### src/rtl/core/lpc_pkg.sv
// Shared types and constants for the laser parallelogram collision block.
// Beat layouts, configuration register codes, queue entry and status structs.
// No dependencies.
package lpc_pkg;

  // Beam range width
  localparam int RANGE_BITS = 16;

  // Compare width for the edge tests (covers 2*r*q and -(AY*cs))
  localparam int CMP_W = (RANGE_BITS + 35 > 52) ? RANGE_BITS + 35 : 52;
  // Width of r*bc
  localparam int RBC_W = RANGE_BITS + 17;
  // Width of ss*bc - cs*bs
  localparam int Q_W = 33;

  // Configuration port
  localparam int CFG_IDX_W  = 3;
  localparam int CFG_DATA_W = 16;

  localparam logic [CFG_IDX_W-1:0] REG_THRESHOLD    = 3'd0;
  localparam logic [CFG_IDX_W-1:0] REG_WIDTH        = 3'd1;
  localparam logic [CFG_IDX_W-1:0] REG_LENGTH       = 3'd2;
  localparam logic [CFG_IDX_W-1:0] REG_STEER_SINE   = 3'd3;
  localparam logic [CFG_IDX_W-1:0] REG_STEER_COSINE = 3'd4;

  localparam logic [15:0]        RST_THRESHOLD    = 16'd1000;
  localparam logic [15:0]        RST_WIDTH        = 16'd500;
  localparam logic [15:0]        RST_LENGTH       = 16'd500;
  localparam logic signed [15:0] RST_STEER_SINE   = 16'sd0;
  localparam logic signed [15:0] RST_STEER_COSINE = 16'sd32767;

  // Hit tally saturation
  localparam logic [1:0] HITS_MAX = 2'd2;

  typedef struct packed {
    logic [RANGE_BITS-1:0] range_mm;
    logic signed [15:0]    beam_sine;
    logic signed [15:0]    beam_cosine;
    logic                  last_beam;
  } lpc_beam_t;

  typedef struct packed {
    logic       collision;
    logic [1:0] hits_seen;
  } lpc_result_t;

  // Classified beam, front to back
  typedef struct packed {
    logic                    in_range;
    logic                    last;
    logic [RANGE_BITS-1:0]   r;
    logic signed [Q_W-1:0]   q;
    logic signed [RBC_W-1:0] rbc;
    logic                    bc_pos;
    logic                    bc_neg;
  } lpc_entry_t;

  // Configuration and derived geometry
  typedef struct packed {
    logic                    busy;
    logic [15:0]             threshold;
    logic signed [15:0]      steer_sine;
    logic signed [15:0]      steer_cosine;
    logic                    d_pos;
    logic                    d_neg;
    logic signed [CMP_W-1:0] ay_cs_neg;
    logic signed [CMP_W-1:0] w_cs;
    logic signed [CMP_W-1:0] t_cs;
  } lpc_cfg_t;

  typedef struct packed {
    logic full;
    logic empty;
  } lpc_qstat_t;

endpackage

### src/rtl/core/lpc_queue.sv
// Two-entry queue between the front end and the evaluation back end.
// Depends on lpc_pkg.
module lpc_queue import lpc_pkg::*; (
  input  logic       clk,
  input  logic       rst,
  input  logic       push,
  input  lpc_entry_t wr_entry,
  input  logic       pop,
  output lpc_entry_t rd_entry,
  output lpc_qstat_t qstat
);

  lpc_entry_t mem [2];
  logic       wr_ptr;
  logic       rd_ptr;
  logic [1:0] count;

  // storage
  always_ff @(posedge clk) begin
    if (push) begin
      mem[wr_ptr] <= wr_entry;
    end
  end

  // pointers and fill level
  always_ff @(posedge clk) begin
    if (rst) begin
      wr_ptr <= 1'b0;
      rd_ptr <= 1'b0;
      count  <= 2'd0;
    end else begin
      if (push) wr_ptr <= !wr_ptr;
      if (pop)  rd_ptr <= !rd_ptr;
      if (push && !pop) begin
        count <= count + 2'd1;
      end else if (pop && !push) begin
        count <= count - 2'd1;
      end
    end
  end

  assign rd_entry    = mem[rd_ptr];
  assign qstat.full  = (count == 2'd2);
  assign qstat.empty = (count == 2'd0);

endmodule

### config.mk
export PLATFORM = sky130hd
export DESIGN_NAME = lpc_queue
export DESIGN_NICKNAME = d
export VERILOG_FILES = /design/src/rtl/core/lpc_pkg.sv /design/src/rtl/core/lpc_queue.sv
export SDC_FILE = /design/constraint.sdc
export NUM_CORES = 1
export LEC_CHECK = 0
export BUFFER_PORTS_ARGS = -buffer_cell sky130_fd_sc_hd__buf_4
export CORE_ASPECT_RATIO = 0.8
export CORE_UTILIZATION = 35
export CTS_BUF_LIST = sky130_fd_sc_hd__clkbuf_16
export CTS_CLUSTER_SIZE = 16
export DETAILED_ROUTE_END_ITERATION = 8
export HOLD_SLACK_MARGIN = 0.02
export SLEW_MARGIN = 20
export SYNTH_ARGS = -nofsm -noshare
export SYNTH_HDL_FRONTEND = slang
export SYNTH_SLANG_ARGS = --single-unit
export TNS_END_PERCENT = 1
### constraint.sdc
create_clock -name clk -period 8.2 [get_ports clk]
set_input_delay 0.41 -clock clk [delete_from_list [all_inputs] [get_ports clk]]
set_output_delay 0.41 -clock clk [all_outputs]
set_load 0.01 [all_outputs]
Yosys cells after proc, flatten, opt, wreduce, memory -nomap -nowiden --
Memories as Yosys holds them, arrays and structs flattened. A register that Yosys moved wholly into a read port is not among the register bits. Index checks and enable logic that the tools add are counted.
Operators by class: add/sub/neg operators 2, equal/unequal tests 1, multiplexer cells 6, reduce and logical (&&, ||, !) cells 8
Operator list (number):
- $logic_not A1 Y1 | 4
- $mux W1 | 4
- $mux W2 | 2
- $add A2 B1 Y2 const B | 1
- $eq A2 B2 Y1 const B | 1
- $logic_and A1 B1 Y1 | 2
- $logic_not A2 Y1 | 1
- $reduce_bool A2 Y1 | 1
- $sub A2 B1 Y2 const B | 1
Word-level totals: bits in registers 4, bits in writable memories 172, input port bits 90, output and inout bits 88, logic and storage cells 21, memories 1
Memories:
- mem | depth 2, width 86, read ports 1, clocked after memory_dff 1, write ports 1, RTL line lpc_queue.sv:13 | lpc_entry_t mem [2];

Longest topological paths before layout --
depth in word-level cells 4, mapped depth 5, depth with buffers taken out 5

Worst setup path before layout --
No wires, ideal clock.
path type in2reg, start input port push, end memory mem[0][0] in the netlist's numbering, enable pin, setup time 0.541 ns, arrival 4.164 ns, data required time 7.659 ns, slack 3.494 ns, stages on the path 1, buffers on the path 0, cells stage by stage nor2b_1
On the way: cells in the longest elaborated chain, start to end 2
Ends and longest elaborated chain:
- start, declared | RTL line lpc_queue.sv:6 | input logic push,
- $mux W1 | RTL line lpc_queue.sv:20 | if (push) begin
- $mux W1 (not written as such) | RTL line lpc_queue.sv:21 | mem[wr_ptr] <= wr_entry;
- end, declared | RTL line lpc_queue.sv:13
Every way passes these cells.

==> metrics <==
Layout fillers=1,575; clock skew=7.27 ps; Hold Vio Cnt, Final=0; crit path capture type=output port; Post-Route WL=approximately 12 mm; Global Route Usage Sum=12.6%; Final Power=2160 uW; Avg Vias per Cell=approximately 4.3; Slew Limit Fails=0; core area=roughly 18,000 um^2; main combinational cell family by area after synthesis=multiplexers; IO Pins=roughly 180; count of different cell masters after synthesis=18; Cells after Synth=just under 300; # diodes=0; Worst VDD drop=between 0.1 and 0.15 mV; top post-synthesis cells by area=edfxtp_1, mux2_4, mux2_2; 1st-iter DRT viols=between 150 and 200; Synth top area share=between 70 and 80%; Leak=~0.0033 uW; Post-Place Cell Area=8170 um^2; largest net degree at the start of global routing=a little under 70; run status=finished, final reports clean; Worst Setup Start Kind=flop; worst hold path class=primary input to flop; R2R depth=3; final setup violating endpoints=0; # H-tree levels=4; fin nets=571; cell type with the largest total area after synthesis=edfxtp_1; most frequent cells in the layout=buf_4, edfxtp_1, mux2_2; starting density of the core=between 30 and 40%; RSZ-0062 raised after global routing=no; total gr overflow=0; Syn Nets=between 300 and 400; Peak Freq=335 MHz; cell area power density=245 nW/um^2; routed vias=roughly 3,200; HP Start=wr_entry[17]; HPWL Detailed=about 7.7 mm; initial antenna violation count=0; multiplexer share of the synthesized area=between 15 and 20%; Max Root-Sink Buffers=2; fraction of the cycle the final worst path needs=roughly 36%; Synth Area in Compound Gates=less than 1%; Post-Syn Area=roughly 6600 um^2; drt first pass iters=4; minimum clock period=just under 3000 ps; CP arrival=2570 ps; Post-CTS Setup Inserts=0; hold path depth=1; R2R setup slack=6140 ps; ANT nets after route=0; fraction of layout cells with a size suffix above 1=slightly above 60%; Clock transition at path regs=~60 ps; Layout Area Growth over Synthesis=33.1%; cts bufs inserted=17; max-cap violations=0; clock root buffer=clkbuf_16; WS Path Type=flop to output port; Placer Congestion=~0.70; synth warn=0; global-route wire length before repair=roughly 18 mm; sequential area share after synthesis=about 80%; Post-route DRC=0; Endpoint, Worst Hold=mem[1][17]; post-route cell area=8810 um^2; die height=between 100 and 150 um; die width=around 160 um; clock sink count=approximately 180; row cnt=between 40 and 50; Hold-fix buffers, CTS=0; critical path peak fanout=67; register bit total from synthesis=177; worst path required time=just under 8000 ps; TritonCTS clock tree=yes; die area=just under 20,000 um^2; Adder-Cell Fraction of Synth Area=0.189%; vias in the first global route=around 3,400; average size of a mapped cell=between 20 and 25 um^2; I/O Buffers=177; Routed WL per cell=around 16 um; most common cell after layout, fill and taps aside=buf_4; reg2reg start=wr_ptr; Max-slew headroom=27.8%; TNS Setup=0 ps; Simple-Gate Fraction of Synth Area=less than 1%; reg2reg end=mem[0][51]; Post-Synth XOR/XNOR Area=less than 1%; post-cts sizing count=0; Slew @ Worst Pin=1080 ps; clock latency on the worst-skew pair=420 ps
## worst max-delay path, cell delays in order (launching register included)
cell and delay (ps):
dfxtp_4 590, buf_4 860, mux2_2 440, buf_4 150
## flip-flops by register name, summed over array words and instances (netlist names), named ones only
name / count
count: 2
mem: 172
rd_ptr: 1
wr_ptr: 1
## metal layers
layer	global-route usage, %	vias up	share of wire (%)
met1	16.5	1545	46
met3	5.72	14	8.3
met5	0	-	0
met4	4.67	0	1.1
li1	-	1525	-
met2	18.5	128	45
## stage by stage
| stage | hold slack [ps] | utilization (%) | setup WS, ps | std cells |
|---|---|---|---|---|
| after detailed placement | 488 | 44.6 | 5600 | 713 |
| after global routing | 136 | 48.0 | 5070 | 746 |
| after global placement | 476 | 44.6 | 5660 | 713 |
| after CTS | 138 | 47.9 | 5180 | 745 |
| after floorplan | 461 | - | 3490 | 290 |
| final | 170 | 48.0 | 5220 | 746 |
## cells in the mapped netlist, drive strengths merged
master,instances
edfxtp,172
nor2,5
xor2,2
inv,1
xnor2,2
dfxtp,5
buf,10
nor2b,2
or3,1
and2,1
ha,1
a21oi,1
mux2,86
o21ai,1
## cell families after synthesis
family                     count (synthesis)
xor gates and xnor gates                   4
buffers and inverters                     11
muxes                                     86
and+or+nand+nor                            9
AOI/OAI and AO/OA                          2
adders and majority gates                  1
DFF                                      177
## cell type report
| class | instances | area [um^2] | area share, % |
|---|---|---|---|
| Clock buffer | 17 | 425 | 4.83 |
| Clock inverter | 15 | 184 | 2.09 |
| Inverter | 1 | 3.75 | 0.0426 |
| Multi-Input combinational cell | 102 | 1230 | 14.0 |
| Sequential cell | 177 | 5270 | 59.8 |
| Tap cell | 253 | 317 | 3.59 |
| Timing Repair Buffer | 181 | 1380 | 15.7 |
## worst max-delay path by stage
stage	endpoint	start	depth (start not counted)	slack, ps
3_3_place_gp	mem[0][63]	push	3	5660
3_5_place_dp	mem[0][62]	push	3	5600
6_report	rd_entry[38]	flop	3	5220
2_1_floorplan	mem[0][0]	push	1	3490
4_1_cts	rd_entry[38]	flop	3	5180
5_1_grt	rd_entry[38]	flop	3	5070
## power by group
group	internal, uW	total [uW]	switching (uW)
clock	483	821	338
sequential	1060	1070	17.9
combinational	151	268	117
Power figures use the tool's default switching activity.
