==> config.mk <==
export PLATFORM = sky130hd
export DESIGN_NAME = lpc_front
export DESIGN_NICKNAME = d
export VERILOG_FILES = /design/src/rtl/core/lpc_pkg.sv /design/src/rtl/core/lpc_front.sv
export SDC_FILE = /design/constraint.sdc
export NUM_CORES = 2
export LEC_CHECK = 0
export BUFFER_PORTS_ARGS = -buffer_cell sky130_fd_sc_hd__buf_2
export CAP_MARGIN = 20
export CORE_AREA = 2 2 303 335
export DETAILED_ROUTE_END_ITERATION = 8
export DIE_AREA = 0 0 305 337
export SYNTH_ARGS = -nofsm -noshare
export SYNTH_HDL_FRONTEND = slang
export SYNTH_SLANG_ARGS = --single-unit
==> constraint.sdc <==
create_clock -name vclk -period 13
set_input_delay 2.6 -clock vclk [all_inputs]
set_output_delay 2.6 -clock vclk [all_outputs]
set_load 0.05 [all_outputs]
==> src/rtl/core/lpc_pkg.sv <==
// Shared types and constants for the laser parallelogram collision block.
// Beat layouts, configuration register codes, queue entry and status structs.
// No dependencies.
package lpc_pkg;

  // Beam range width
  localparam int RANGE_BITS = 16;

  // Compare width for the edge tests (covers 2*r*q and -(AY*cs))
  localparam int CMP_W = (RANGE_BITS + 35 > 52) ? RANGE_BITS + 35 : 52;
  // Width of r*bc
  localparam int RBC_W = RANGE_BITS + 17;
  // Width of ss*bc - cs*bs
  localparam int Q_W = 33;

  // Configuration port
  localparam int CFG_IDX_W  = 3;
  localparam int CFG_DATA_W = 16;

  localparam logic [CFG_IDX_W-1:0] REG_THRESHOLD    = 3'd0;
  localparam logic [CFG_IDX_W-1:0] REG_WIDTH        = 3'd1;
  localparam logic [CFG_IDX_W-1:0] REG_LENGTH       = 3'd2;
  localparam logic [CFG_IDX_W-1:0] REG_STEER_SINE   = 3'd3;
  localparam logic [CFG_IDX_W-1:0] REG_STEER_COSINE = 3'd4;

  localparam logic [15:0]        RST_THRESHOLD    = 16'd1000;
  localparam logic [15:0]        RST_WIDTH        = 16'd500;
  localparam logic [15:0]        RST_LENGTH       = 16'd500;
  localparam logic signed [15:0] RST_STEER_SINE   = 16'sd0;
  localparam logic signed [15:0] RST_STEER_COSINE = 16'sd32767;

  // Hit tally saturation
  localparam logic [1:0] HITS_MAX = 2'd2;

  typedef struct packed {
    logic [RANGE_BITS-1:0] range_mm;
    logic signed [15:0]    beam_sine;
    logic signed [15:0]    beam_cosine;
    logic                  last_beam;
  } lpc_beam_t;

  typedef struct packed {
    logic       collision;
    logic [1:0] hits_seen;
  } lpc_result_t;

  // Classified beam, front to back
  typedef struct packed {
    logic                    in_range;
    logic                    last;
    logic [RANGE_BITS-1:0]   r;
    logic signed [Q_W-1:0]   q;
    logic signed [RBC_W-1:0] rbc;
    logic                    bc_pos;
    logic                    bc_neg;
  } lpc_entry_t;

  // Configuration and derived geometry
  typedef struct packed {
    logic                    busy;
    logic [15:0]             threshold;
    logic signed [15:0]      steer_sine;
    logic signed [15:0]      steer_cosine;
    logic                    d_pos;
    logic                    d_neg;
    logic signed [CMP_W-1:0] ay_cs_neg;
    logic signed [CMP_W-1:0] w_cs;
    logic signed [CMP_W-1:0] t_cs;
  } lpc_cfg_t;

  typedef struct packed {
    logic full;
    logic empty;
  } lpc_qstat_t;

endpackage

==> src/rtl/core/lpc_front.sv <==
// Front end: accepts beam beats, checks range, forms the beam products.
// Depends on lpc_pkg.
module lpc_front import lpc_pkg::*; (
  input  lpc_beam_t  beam,
  input  logic       beam_valid,
  output logic       beam_stall,
  input  lpc_cfg_t   cfg,
  input  lpc_qstat_t qstat,
  output logic       push,
  output lpc_entry_t entry
);

  localparam int RW = (RANGE_BITS > 16) ? RANGE_BITS : 16;
  localparam logic [RW-1:0] MIN_RANGE = RW'(10);

  logic [RW-1:0]      r_ext;
  logic [RW-1:0]      t_ext;
  logic signed [31:0] ss_bc;
  logic signed [31:0] cs_bs;

  // flow control
  assign beam_stall = cfg.busy || qstat.full;
  assign push       = beam_valid && !beam_stall;

  // classify
  always_comb begin
    r_ext = RW'(beam.range_mm);
    t_ext = RW'(cfg.threshold);
    ss_bc = cfg.steer_sine * beam.beam_cosine;
    cs_bs = cfg.steer_cosine * beam.beam_sine;

    entry.in_range = (r_ext > MIN_RANGE) && (r_ext < t_ext);
    entry.last     = beam.last_beam;
    entry.r        = beam.range_mm;
    entry.q        = Q_W'(ss_bc) - Q_W'(cs_bs);
    entry.rbc      = $signed({1'b0, beam.range_mm}) * beam.beam_cosine;
    entry.bc_pos   = !beam.beam_cosine[15] && (beam.beam_cosine != 16'sd0);
    entry.bc_neg   = beam.beam_cosine[15];
  end

endmodule

; ---- After elaboration in Yosys (flattened, before gate mapping)
; Cells that the tools add are included.
[classes]
muxes = 0
n_lt_le_gt_ge = 2
n_div = 0
n_shift = 0
multipliers = 3
reduce_logical = 7
n_eq_ne = 0
n_bitwise = 0
n_addsub = 1
[ops]
columns = operator, count
row1 = 16-bit by 16-bit multiplier with 32-bit output, 2
row2 = 17-bit by 16-bit multiplier with 33-bit output, 1
row3 = 32-bit by 32-bit subtractor with 33-bit output, 1
row4 = 16-bit by 4-bit > comparator with 1-bit output (second input constant), 1
row5 = 16-bit less-than comparator, 1
row6 = 16-bit nonzero test, 1
row7 = 1-bit logical AND, 3
row8 = 1-bit logical NOT, 2
row9 = 1-bit logical OR, 1
[word_totals]
output_inout_bits = 88
ram_bits = 0
latchBits = 0
inputBits = 259
reg_bits = 0
romBits = 0
memories = 0
wordCells = 13

; ---- Logic depth before layout (Yosys ltp)
[depth]
depth_word = 3
mapped_depth = 29
ltp_nobuf = 27

; ---- Worst setup path before layout
; No wires, ideal clock.
[synth_timing]
path_kind = in2out
startpoint = in cfg[173] (netlist bit)
endpoint = out entry[64] (netlist bit)
setup_slack_ps = 326
cell_stages = 26
n_path_buf = 1
arrival_time_ps = 10074
required_time_ps = 10400
path_cell_list = clkbuf_1 > nand2_1 > inv_1 > fa_1 > inv_1 > fa_1 > inv_1 > fa_1 > inv_1 > fa_1 > fa_1 > fa_1 > fa_1 > inv_1 > fa_1 > inv_1 > ha_1 > a21o_1 > a211o_1 > o22ai_1 > or2_2 > o31a_1 > a22oi_1 > a21o_1 > a21oi_1 > xnor2_1
[synth_lines]
columns = element, line
row1 = "start, declared", lpc_front.sv:7  ; input lpc_cfg_t cfg,
row2 = "end, declared", lpc_front.sv:10  ; output lpc_entry_t entry

==> flow_metrics.py <==
metrics = {
    "cells_and_area": {
        "layout.filler_cells": 10400,
        "drive_above_1_share_pct": 7.23,
        "clockBufferCount": 0,
        "register_area_um2": 0,
        "areaGrowthSynthToFinish_pct": 8.03,
        "layoutNonFillerInstCount": 4656,
        "seq_cells": 0,
        "nNetsFinal": 4689,
        "final_area_mm2": 0.0320,
    },
    "route": {
        "drt_iter0_drc": 709,
        "drc_errors": 0,
        "via_count": 20700,
        "wl_met1_um": 31500,
        "avgViaCountPerCell": 4.44,
        "drtPass1Iterations": 5,
        "wl_per_cell_um": 15.9,
        "met2_length_um": 38000,
        "dr_wl_met3_um": 3320,
        "routed_wl_um": 74200,
        "routed.top_layer": "met5",
        "ant_nets": 0,
    },
    "timing": {
        "clock.fmax_ghz": 0.0783,
        "rsz0062_at_grt": "yes",
        "worstMarginPinSlew_ns": 0.643,
        "finalSetupViolations": 0,
        "final_hold_viol_count": 0,
        "whs_ns": 5.20,
        "max-slew-margin-rel_pct": 57.2,
        "drv_slew": 0,
        "period_minus_slack_ns": 12.78,
        "fin_crit_sh_pct": 98.3,
    },
    "global_route": {
        "track_usage_pct": 15.1,
        "grt_max_degree": 24,
        "grt_pass1_wl_um": 124000,
        "overflow": 0,
        "grt_antenna_before_repair": 27,
        "first_global_vias": 23100,
    },
    "floorplan": {
        "chipHeight_um": 337,
        "die_width_um": 305,
        "core_mm2": 0.0997,
        "die-area_mm2": 0.103,
        "start_util_pct": 29.7,
        "num_io_pins": 347,
        "placementRows": 122,
    },
    "synth": {
        "synth_warnings": 0,
        "synth.avg_cell_area_um2": 9.13,
        "synth_top_area_share_pct": 52.9,
        "synthCells": 3247,
        "synth_area_mm2": 0.0296,
        "yosysMostFrequentCell": "inv_1",
        "synth-seq-area-share_pct": 0,
        "netlist-cell-type-count": 55,
        "synth_area_leaders": "fa_1, ha_1, inv_1",
        "synth_nets": 4587,
        "synth_top_cell_by_area": "fa_1",
        "yosys-top-cells-count": "inv_1, fa_1, and2_1, nand2_1, ha_1",
    },
    "placed_design": {
        "io_buffers": 186,
        "place.gp.congestion": 0.853,
        "place_area_mm2": 0.0320,
        "numPlacedInstances": 4646,
        "dp_hpwl_um": 67900,
    },
    "status": {
        "status": "completed",
    },
    "hold_path": {
        "hold_depth": 0,
        "hold_path.class": "in2out",
        "holdCritStartpoint": "beam[0]",
        "whs_endpoint": "entry[84]",
    },
    "critical_path": {
        "critPathTopFamily": "adder cells",
        "cp_slowest_stage_delay_ns": 0.60,
        "path_buf_inv": 10,
        "cp-start-kind": "primary input",
        "cp_data_arrival_time_ns": 10.18,
        "end_kind": "primary output",
        "crit_slowest_cell": "fa_1",
        "critPathRequiredTime_ns": 10.40,
        "path_class": "in2out",
        "path_max_fanout": 9,
        "cpMostUsedCell": "fa_1",
    },
    "clocking": {
        "cts-hold-fix-buffers": 0,
    },
    "job": {
        "drv_cap": 0,
    },
}
metrics by stage:
| step | worst slack, ns | utilization, % | TNS (ns) |
|---|---|---|---|
| finish | 0.221 | 32.1 | 0 |
| global route | -0.0162 | 32.1 | -0.0162 |
| floorplan | 0.326 | - | 0 |
| CTS | 0.0885 | 32.1 | 0 |
| detailed placement | 0.133 | 32.1 | 0 |
| global placement | 0.162 | 32.1 | 0 |
worst max-delay path by stage:
| stage | startpoint | endpoint | slack, ns | cells after the start |
|---|---|---|---|---|
| floorplan | cfg[173] | entry[64] | 0.33 | 26 |
| global placement | cfg[173] | entry[67] | 0.16 | 29 |
| detailed placement | cfg[173] | entry[67] | 0.13 | 29 |
| CTS | cfg[173] | entry[67] | 0.09 | 29 |
| global route | cfg[173] | entry[67] | -0.02 | 29 |
| finish | cfg[173] | entry[67] | 0.22 | 29 |
logic make-up (layout without fill, tap and decap cells):
family,after synthesis,count (layout),synth area share (%)
AOI/OAI and AO/OA,162,162,3.61
and+or+nand+nor,875,875,15.1
buffers and inverters,1051,1151,13.5
adders and majority gates,1081,1081,65.4
xor gates and xnor gates,78,78,2.30
other,0,7,0
area by class of cell:
cell class / instances / area [um2] / share of cell area (%)
inverter: 921 / 3460 / 10.8
timing repair buffer: 230 / 1280 / 3.98
multi-input combinational: 2196 / 25600 / 80.1
antenna: 7 / 17.5 / 0.0547
tap: 1302 / 1630 / 5.09
repair_timing:
action | in CTS | in global routing
setup endpoints to repair | 0 | 2
gates resized for setup | 0 | 3
buffers inserted | 0 | 3
routing by layer:
layer / vias to the layer above / global-route usage, %
li1: 9505 / -
met1: 10700 / 18.8
met2: 302 / 28.1
met3: 97 / 1.96
met4: 34 / 2.09
met5: - / 0
cell usage in the layout, fill, tap and decap left out, types with 10 or more instances in the layout:
| master | count |
|---|---|
| a21o_1 | 29 |
| a21oi_1 | 48 |
| and2_1 | 377 |
| buf_2 | 185 |
| buf_4 | 44 |
| fa_1 | 783 |
| ha_1 | 298 |
| inv_1 | 919 |
| nand2_1 | 365 |
| nand2b_1 | 31 |
| nor2_1 | 36 |
| nor2b_1 | 20 |
| nor3_1 | 10 |
| o21a_1 | 10 |
| o21ai_0 | 21 |
| xnor2_1 | 59 |
| xor2_1 | 19 |
Power is not shown: default switching activity piles up to over one toggle a cycle in this logic, so the estimate is an artifact.
