===== config.mk =====
export PLATFORM = sky130hd
export DESIGN_NAME = lpc_back
export DESIGN_NICKNAME = d
export VERILOG_FILES = /design/src/rtl/core/lpc_pkg.sv /design/src/rtl/core/lpc_back.sv
export SDC_FILE = /design/constraint.sdc
export NUM_CORES = 2
export LEC_CHECK = 0
export BUFFER_PORTS_ARGS = -buffer_cell sky130_fd_sc_hd__buf_4
export CAP_MARGIN = 20
export CORE_MARGIN = 8
export CORE_UTILIZATION = 35
export CTS_CLUSTER_DIAMETER = 80
export DETAILED_ROUTE_END_ITERATION = 10
export PLACE_DENSITY = 0.58
export SKIP_CTS_REPAIR_TIMING = 1
export SYNTH_ARGS = -nofsm -noshare
export SYNTH_HDL_FRONTEND = slang
export SYNTH_SLANG_ARGS = --single-unit

===== constraint.sdc =====
create_clock -name clk -period 18.33 [get_ports clk]
set_input_delay 3.666 -clock clk [delete_from_list [all_inputs] [get_ports clk]]
set_output_delay 3.666 -clock clk [all_outputs]
set_load 0.02 [all_outputs]

===== src/rtl/core/lpc_pkg.sv =====
// Shared types and constants for the laser parallelogram collision block.
// Beat layouts, configuration register codes, queue entry and status structs.
// No dependencies.
package lpc_pkg;

  // Beam range width
  localparam int RANGE_BITS = 16;

  // Compare width for the edge tests (covers 2*r*q and -(AY*cs))
  localparam int CMP_W = (RANGE_BITS + 35 > 52) ? RANGE_BITS + 35 : 52;
  // Width of r*bc
  localparam int RBC_W = RANGE_BITS + 17;
  // Width of ss*bc - cs*bs
  localparam int Q_W = 33;

  // Configuration port
  localparam int CFG_IDX_W  = 3;
  localparam int CFG_DATA_W = 16;

  localparam logic [CFG_IDX_W-1:0] REG_THRESHOLD    = 3'd0;
  localparam logic [CFG_IDX_W-1:0] REG_WIDTH        = 3'd1;
  localparam logic [CFG_IDX_W-1:0] REG_LENGTH       = 3'd2;
  localparam logic [CFG_IDX_W-1:0] REG_STEER_SINE   = 3'd3;
  localparam logic [CFG_IDX_W-1:0] REG_STEER_COSINE = 3'd4;

  localparam logic [15:0]        RST_THRESHOLD    = 16'd1000;
  localparam logic [15:0]        RST_WIDTH        = 16'd500;
  localparam logic [15:0]        RST_LENGTH       = 16'd500;
  localparam logic signed [15:0] RST_STEER_SINE   = 16'sd0;
  localparam logic signed [15:0] RST_STEER_COSINE = 16'sd32767;

  // Hit tally saturation
  localparam logic [1:0] HITS_MAX = 2'd2;

  typedef struct packed {
    logic [RANGE_BITS-1:0] range_mm;
    logic signed [15:0]    beam_sine;
    logic signed [15:0]    beam_cosine;
    logic                  last_beam;
  } lpc_beam_t;

  typedef struct packed {
    logic       collision;
    logic [1:0] hits_seen;
  } lpc_result_t;

  // Classified beam, front to back
  typedef struct packed {
    logic                    in_range;
    logic                    last;
    logic [RANGE_BITS-1:0]   r;
    logic signed [Q_W-1:0]   q;
    logic signed [RBC_W-1:0] rbc;
    logic                    bc_pos;
    logic                    bc_neg;
  } lpc_entry_t;

  // Configuration and derived geometry
  typedef struct packed {
    logic                    busy;
    logic [15:0]             threshold;
    logic signed [15:0]      steer_sine;
    logic signed [15:0]      steer_cosine;
    logic                    d_pos;
    logic                    d_neg;
    logic signed [CMP_W-1:0] ay_cs_neg;
    logic signed [CMP_W-1:0] w_cs;
    logic signed [CMP_W-1:0] t_cs;
  } lpc_cfg_t;

  typedef struct packed {
    logic full;
    logic empty;
  } lpc_qstat_t;

endpackage


===== src/rtl/core/lpc_back.sv =====
// Back end: edge tests, hit tally and the result register.
// Depends on lpc_pkg.
module lpc_back import lpc_pkg::*; (
  input  logic        clk,
  input  logic        rst,
  input  lpc_cfg_t    cfg,
  input  lpc_qstat_t  qstat,
  input  lpc_entry_t  head,
  output logic        pop,
  output logic        result_valid,
  input  logic        result_stall,
  output lpc_result_t result
);

  localparam logic [1:0] ST_IDLE = 2'd0;
  localparam logic [1:0] ST_MUL  = 2'd1;
  localparam logic [1:0] ST_EVAL = 2'd2;

  logic [1:0]              st;
  logic [1:0]              st_next;
  lpc_entry_t              cur;
  logic signed [CMP_W-1:0] lhs;
  logic                    x_pos;
  logic                    x_neg;
  logic [1:0]              hit_tally;
  logic [1:0]              tally_next;
  logic                    hit;
  logic                    out_free;
  logic                    finish;
  logic signed [CMP_W-1:0] x;

  assign out_free = !result_valid || !result_stall;
  assign pop      = (st == ST_IDLE) && !qstat.empty;
  assign x        = CMP_W'(cur.rbc) - cfg.t_cs;

  // edge tests on each side of the parallelogram plus range
  always_comb begin
    hit = cur.in_range
       && !(lhs < cfg.ay_cs_neg)
       && !(lhs > cfg.w_cs)
       && !((cfg.d_pos && cur.bc_neg) || (cfg.d_neg && cur.bc_pos))
       && !((cfg.d_pos && x_pos) || (cfg.d_neg && x_neg));
    tally_next = (hit && (hit_tally < HITS_MAX)) ? hit_tally + 2'd1 : hit_tally;
    finish     = (st == ST_EVAL) && (!cur.last || out_free);
  end

  // sequencer
  always_comb begin
    st_next = st;
    case (st)
      ST_IDLE: if (pop) st_next = ST_MUL;
      ST_MUL:  st_next = ST_EVAL;
      ST_EVAL: if (finish) st_next = ST_IDLE;
      default: st_next = ST_IDLE;
    endcase
  end

  always_ff @(posedge clk) begin
    if (rst) begin
      st <= ST_IDLE;
    end else begin
      st <= st_next;
    end
  end

  // datapath: latch the entry, then 2*r*q and the depth sign
  always_ff @(posedge clk) begin
    if (pop) begin
      cur <= head;
    end
    if (st == ST_MUL) begin
      lhs   <= CMP_W'($signed({1'b0, cur.r, 1'b0})) * CMP_W'(cur.q);
      x_pos <= !x[CMP_W-1] && (x != '0);
      x_neg <= x[CMP_W-1];
    end
  end

  // hit tally
  always_ff @(posedge clk) begin
    if (rst) begin
      hit_tally <= 2'd0;
    end else if (finish) begin
      hit_tally <= cur.last ? 2'd0 : tally_next;
    end
  end

  // result register
  always_ff @(posedge clk) begin
    if (rst) begin
      result_valid <= 1'b0;
    end else if (finish && cur.last) begin
      result_valid <= 1'b1;
    end else if (!result_stall) begin
      result_valid <= 1'b0;
    end
  end

  always_ff @(posedge clk) begin
    if (finish && cur.last) begin
      result.collision <= (tally_next == HITS_MAX);
      result.hits_seen <= tally_next;
    end
  end

endmodule

**Yosys cells after proc, flatten, opt, wreduce, memory -nomap -nowiden**

Index checks and enable logic that the tools add are counted.

- Div/mod/pow operators: 0
- Mux-type cells: 7
- Equality and inequality tests: 6
- Bitwise operators: 0
- Magnitude comparators: 3
- Multiply operators: 1
- Shifts and indexed selects: 0
- Add/sub/neg operators: 2
- Reduce and logical (&&, ||, !) cells: 29

Operators with widths:

| operator | count |
|---|---|
| 52-bit greater-than comparator | 1 |
| 52-bit less-than comparator | 1 |
| 52-bit nonzero test | 1 |
| 33-bit by 52-bit subtractor with 52-bit output | 1 |
| 17-bit by 33-bit multiplier with 50-bit output | 1 |
| 1-bit logical AND | 13 |
| 1-bit logical NOT | 9 |
| 2-bit two-way mux | 4 |
| 2-bit one-hot mux with 3 select lines | 1 |
| 2-bit equality test, second input constant | 2 |
| 1-bit logical OR | 4 |
| 2-bit inequality test, second input constant | 2 |
| 2-bit by 1-bit adder with 2-bit output, second input constant | 1 |
| 2-bit by 1-bit equality test with 1-bit output, second input constant | 1 |
| 2-bit logical NOT | 1 |
| 2-bit less-than comparator, second input constant | 1 |
| 1-bit two-way mux | 2 |
| 2-bit by 1-bit inequality test with 1-bit output, second input constant | 1 |
| 2-bit AND reduction | 1 |

- Flip-flop bits (word level): 147
- Latch bits: 0
- Word-level logic and storage cells: 63
- ROM bits: 0
- RAM bits: 0
- Memories: 0

**Depth between registers and ports, before layout**

- Depth after elaboration: 9
- Mapped depth: 26
- Gate-level depth less buffers: 25

**Worst setup path before layout**

OpenSTA, ideal clock, no wires.

- Path type: input port to output port
- From: input qstat[0] (netlist bit)
- To: output pop
- Path slack: 4.783 ns
- Arrival time: 9.881 ns
- Required time: 14.664 ns
- Path buffers: 0
- Stages: 1
- Path through: nor3_1

- Word-level cells in the longest chain between the ends: 2

RTL lines:

| what | line | text |
|---|---|---|
| start: declaration | lpc_back.sv:7 | `input lpc_qstat_t qstat,` |
| 1-bit logical NOT | lpc_back.sv:33 | `assign pop = (st == ST_IDLE) && !qstat.empty;` |
| 1-bit logical AND | lpc_back.sv:33 |  |
| end: declaration | lpc_back.sv:9 | `output logic pop,` |

Every way passes these cells.

**Worst setup path in the final report**

Ends and elaborated chain as after synthesis.

==> run_results.csv <==
group,metric,value,unit
status,status,"completed",
final_layout,fin_area,32600,um2
clock_tree,cts_tree,"yes",
grt,grt_pass1_vias,22910,
clock_tree,path_clk_slew,0.07,ns
setup_path,cp-start-kind,"input pin",
synthesis,synth-seq-area-share,15.0,%
synthesis,ys.flop_type,"edfxtp_1",
clock_tree,cts_buffers,17,
sta,grt_setup_unrepaired,"no",
floorplan,dieWidth,303,um
setup_path,cpPeakStageDelay,0.43,ns
sta,tightest_slew,0.963,ns
clock_tree,root_buffer,"clkbuf_16",
floorplan,coreArea,82000,um2
clock_tree,clock-sinks,146,
sta,slew_headroom,35.8,%
setup_path,required,14.66,ns
synthesis,netlist_area,28900,um2
synthesis,yosys.cell_types.count,79,
floorplan,die_area,92100,um2
final_layout,fillers,8271,
synthesis,async_flop_share,0,%
final_layout,area_delta_synth_final,12.6,%
setup_path,path_buf_inv,3,
final_layout,multi_input_area,21300,um2
detailed_routing,first_iter_violations,1343,
placed_design,hpwl,65500,um
detailed_routing,routedWlPerCell,18.5,um
setup_path,crit_path_end_kind,"primary output",
sta,max_freq,0.117,GHz
detailed_routing,drc,0,
detailed_routing,vias,21903,
setup_path,cp.arrival,4.85,ns
floorplan,die_y,303,um
grt,grt_max_degree,51,
flow_run,maxCapViolations,0,
floorplan,num_io_pins,303,
setup_path,path_common_cell,"buf_4",
clock_tree,clkLatencyLatePin,0.50,ns
grt,grt_overflow,0,
setup_path,crit_path_top_delay_cell,"buf_4",
synthesis,netlist_instances,3171,
placed_design,gp_congestion,0.899,
min_path,hold_path.class,"reg -> reg",
synthesis,yosys_warnings,0,
floorplan,rows,105,
clock_tree,htree_levels,4,
synthesis,ys_seq_elements,146,
setup_path,critical_path.cell_chain,"buf_4 > nor3_2 > buf_4 > buf_4",
sta,fin_crit_sh,46.5,%
final_layout,layout.nets,4435,
synthesis,synth_edf_count,141,
detailed_routing,via_per_inst,4.93,
sta,period_needed,8.51,ns
detailed_routing,first_pass_iters,5,
setup_path,critical-path-top-delay-family,"buffers and inverters",
sta,fin_skew,0.0159,ns
final_layout,seq_area,4330,um2
placed_design,io_buffers,252,
sta,finalHoldViolCount,0,
detailed_routing,routed_wl,82200,um
final_layout,final_cell_mix,"760 x inv_1, 504 x fa_1, 385 x nand2_1, 280 x buf_4, 272 x ha_1",
sta,drv_slew,0,
synthesis,syn_nets,4245,
clock_tree,cts_max_path_buffers,2,
grt,grt_antenna_before_repair,3,
grt,grt_util_all_layers,18.2,%
synthesis,avgSynthCellArea,9.12,um2
placed_design,dpl_cell_area,32000,um2
setup_path,critical_path_class,"in -> out",
floorplan,initial_core_util,35.3,%
grt,grt_pass1_wl,129000,um
final_layout,layout-drive-gt1-share,10.1,%
sta,finalSetupViolations,0,
detailed_routing,ant_nets,0,
sta,setup_tns,0,ns
setup_path,worstPathMaxFanout,22,
final_layout,final_common_cell,"inv_1",
## metrics by stage
step                      setup WS, ns  hold slack, ns  util (%)  instances
final                             9.82           0.493      39.7       4445
after global routing              9.76           0.535      39.7       4443
after floorplan                   4.78           0.425         -       3171
after global placement            9.14           0.477      39.0       4411
after detailed placement          9.78           0.473      39.0       4412
after CTS                         9.77           0.492      39.7       4443
## worst register-to-register path, delay by kind of cell, from the launching register on
family | cells | cell delay [ns]
and+or+nand+nor | 3 | 0.82
xor gates and xnor gates | 1 | 0.16
buffers and inverters | 4 | 0.23
AOI/OAI and AO/OA | 7 | 1.87
adders and majority gates | 7 | 3.41
DFF | 1 | 0.98
## per-layer routing
layer	wire, um	track usage [%]	vias to the layer above
met4	1580	4.57	2
met1	38000	25.3	10851
met5	9	0	-
met3	6340	4.34	94
li1	-	-	10302
met2	36300	28.5	654
## sequential cells by signal (all words and copies together) (netlist names)
register and flops:
x_neg 1, result_valid 1, lhs 50, x_pos 1, st 2, result 3, cur 86, hit_tally 2
## synth_stat cells, types with 8 or more instances
master,instances,area (um2)
o21a_1,16,120
and2_1,215,1350
nand3_1,21,105
nand2_1,385,1450
fa_1,504,10100
o211ai_1,9,67.6
a21o_1,85,638
edfxtp_1,141,4230
nand2b_1,18,113
nor4_1,9,56.3
clkbuf_1,104,390
nor3_1,25,125
o2111ai_1,9,78.8
nand4_1,53,332
ha_1,272,3400
inv_1,760,2850
o21ai_0,65,325
a211oi_1,19,143
xnor2_1,47,412
xor2_1,23,201
or3_1,8,50.1
nor2b_1,23,144
a31oi_1,19,119
nor2_1,85,319
a21oi_1,122,611
## cell type report
type	count	share of cell area [%]
Multi-Input combinational cell	2155	65.5
Sequential cell	146	13.3
Inverter	760	8.76
Timing Repair Buffer	281	6.49
Tap cell	1070	4.11
Clock buffer	17	1.31
Clock inverter	14	0.549
Antenna cell	2	0.0154
## logic make-up after synthesis
kind of cell / synth area share, %
compound gates: 9.76
buf+inv: 11.3
xor+xnor: 2.12
mux: 0.359
simple gates: 14.8
fa+ha+maj: 46.6
flops: 15.0
## path summary, 6_finish.rpt
path	startpoint	to	slack, ns	cells after the start
worst max-delay path	qstat[0]	pop	9.82	4
worst min-delay path	st[0]	st[0]	0.49	1
worst max register to register	cur[47]	lhs[49]	10.64	22
worst min register to register	st[0]	st[0]	0.49	1
Power is not shown: default switching activity piles up to over one toggle a cycle in this logic, so the estimate is an artifact.
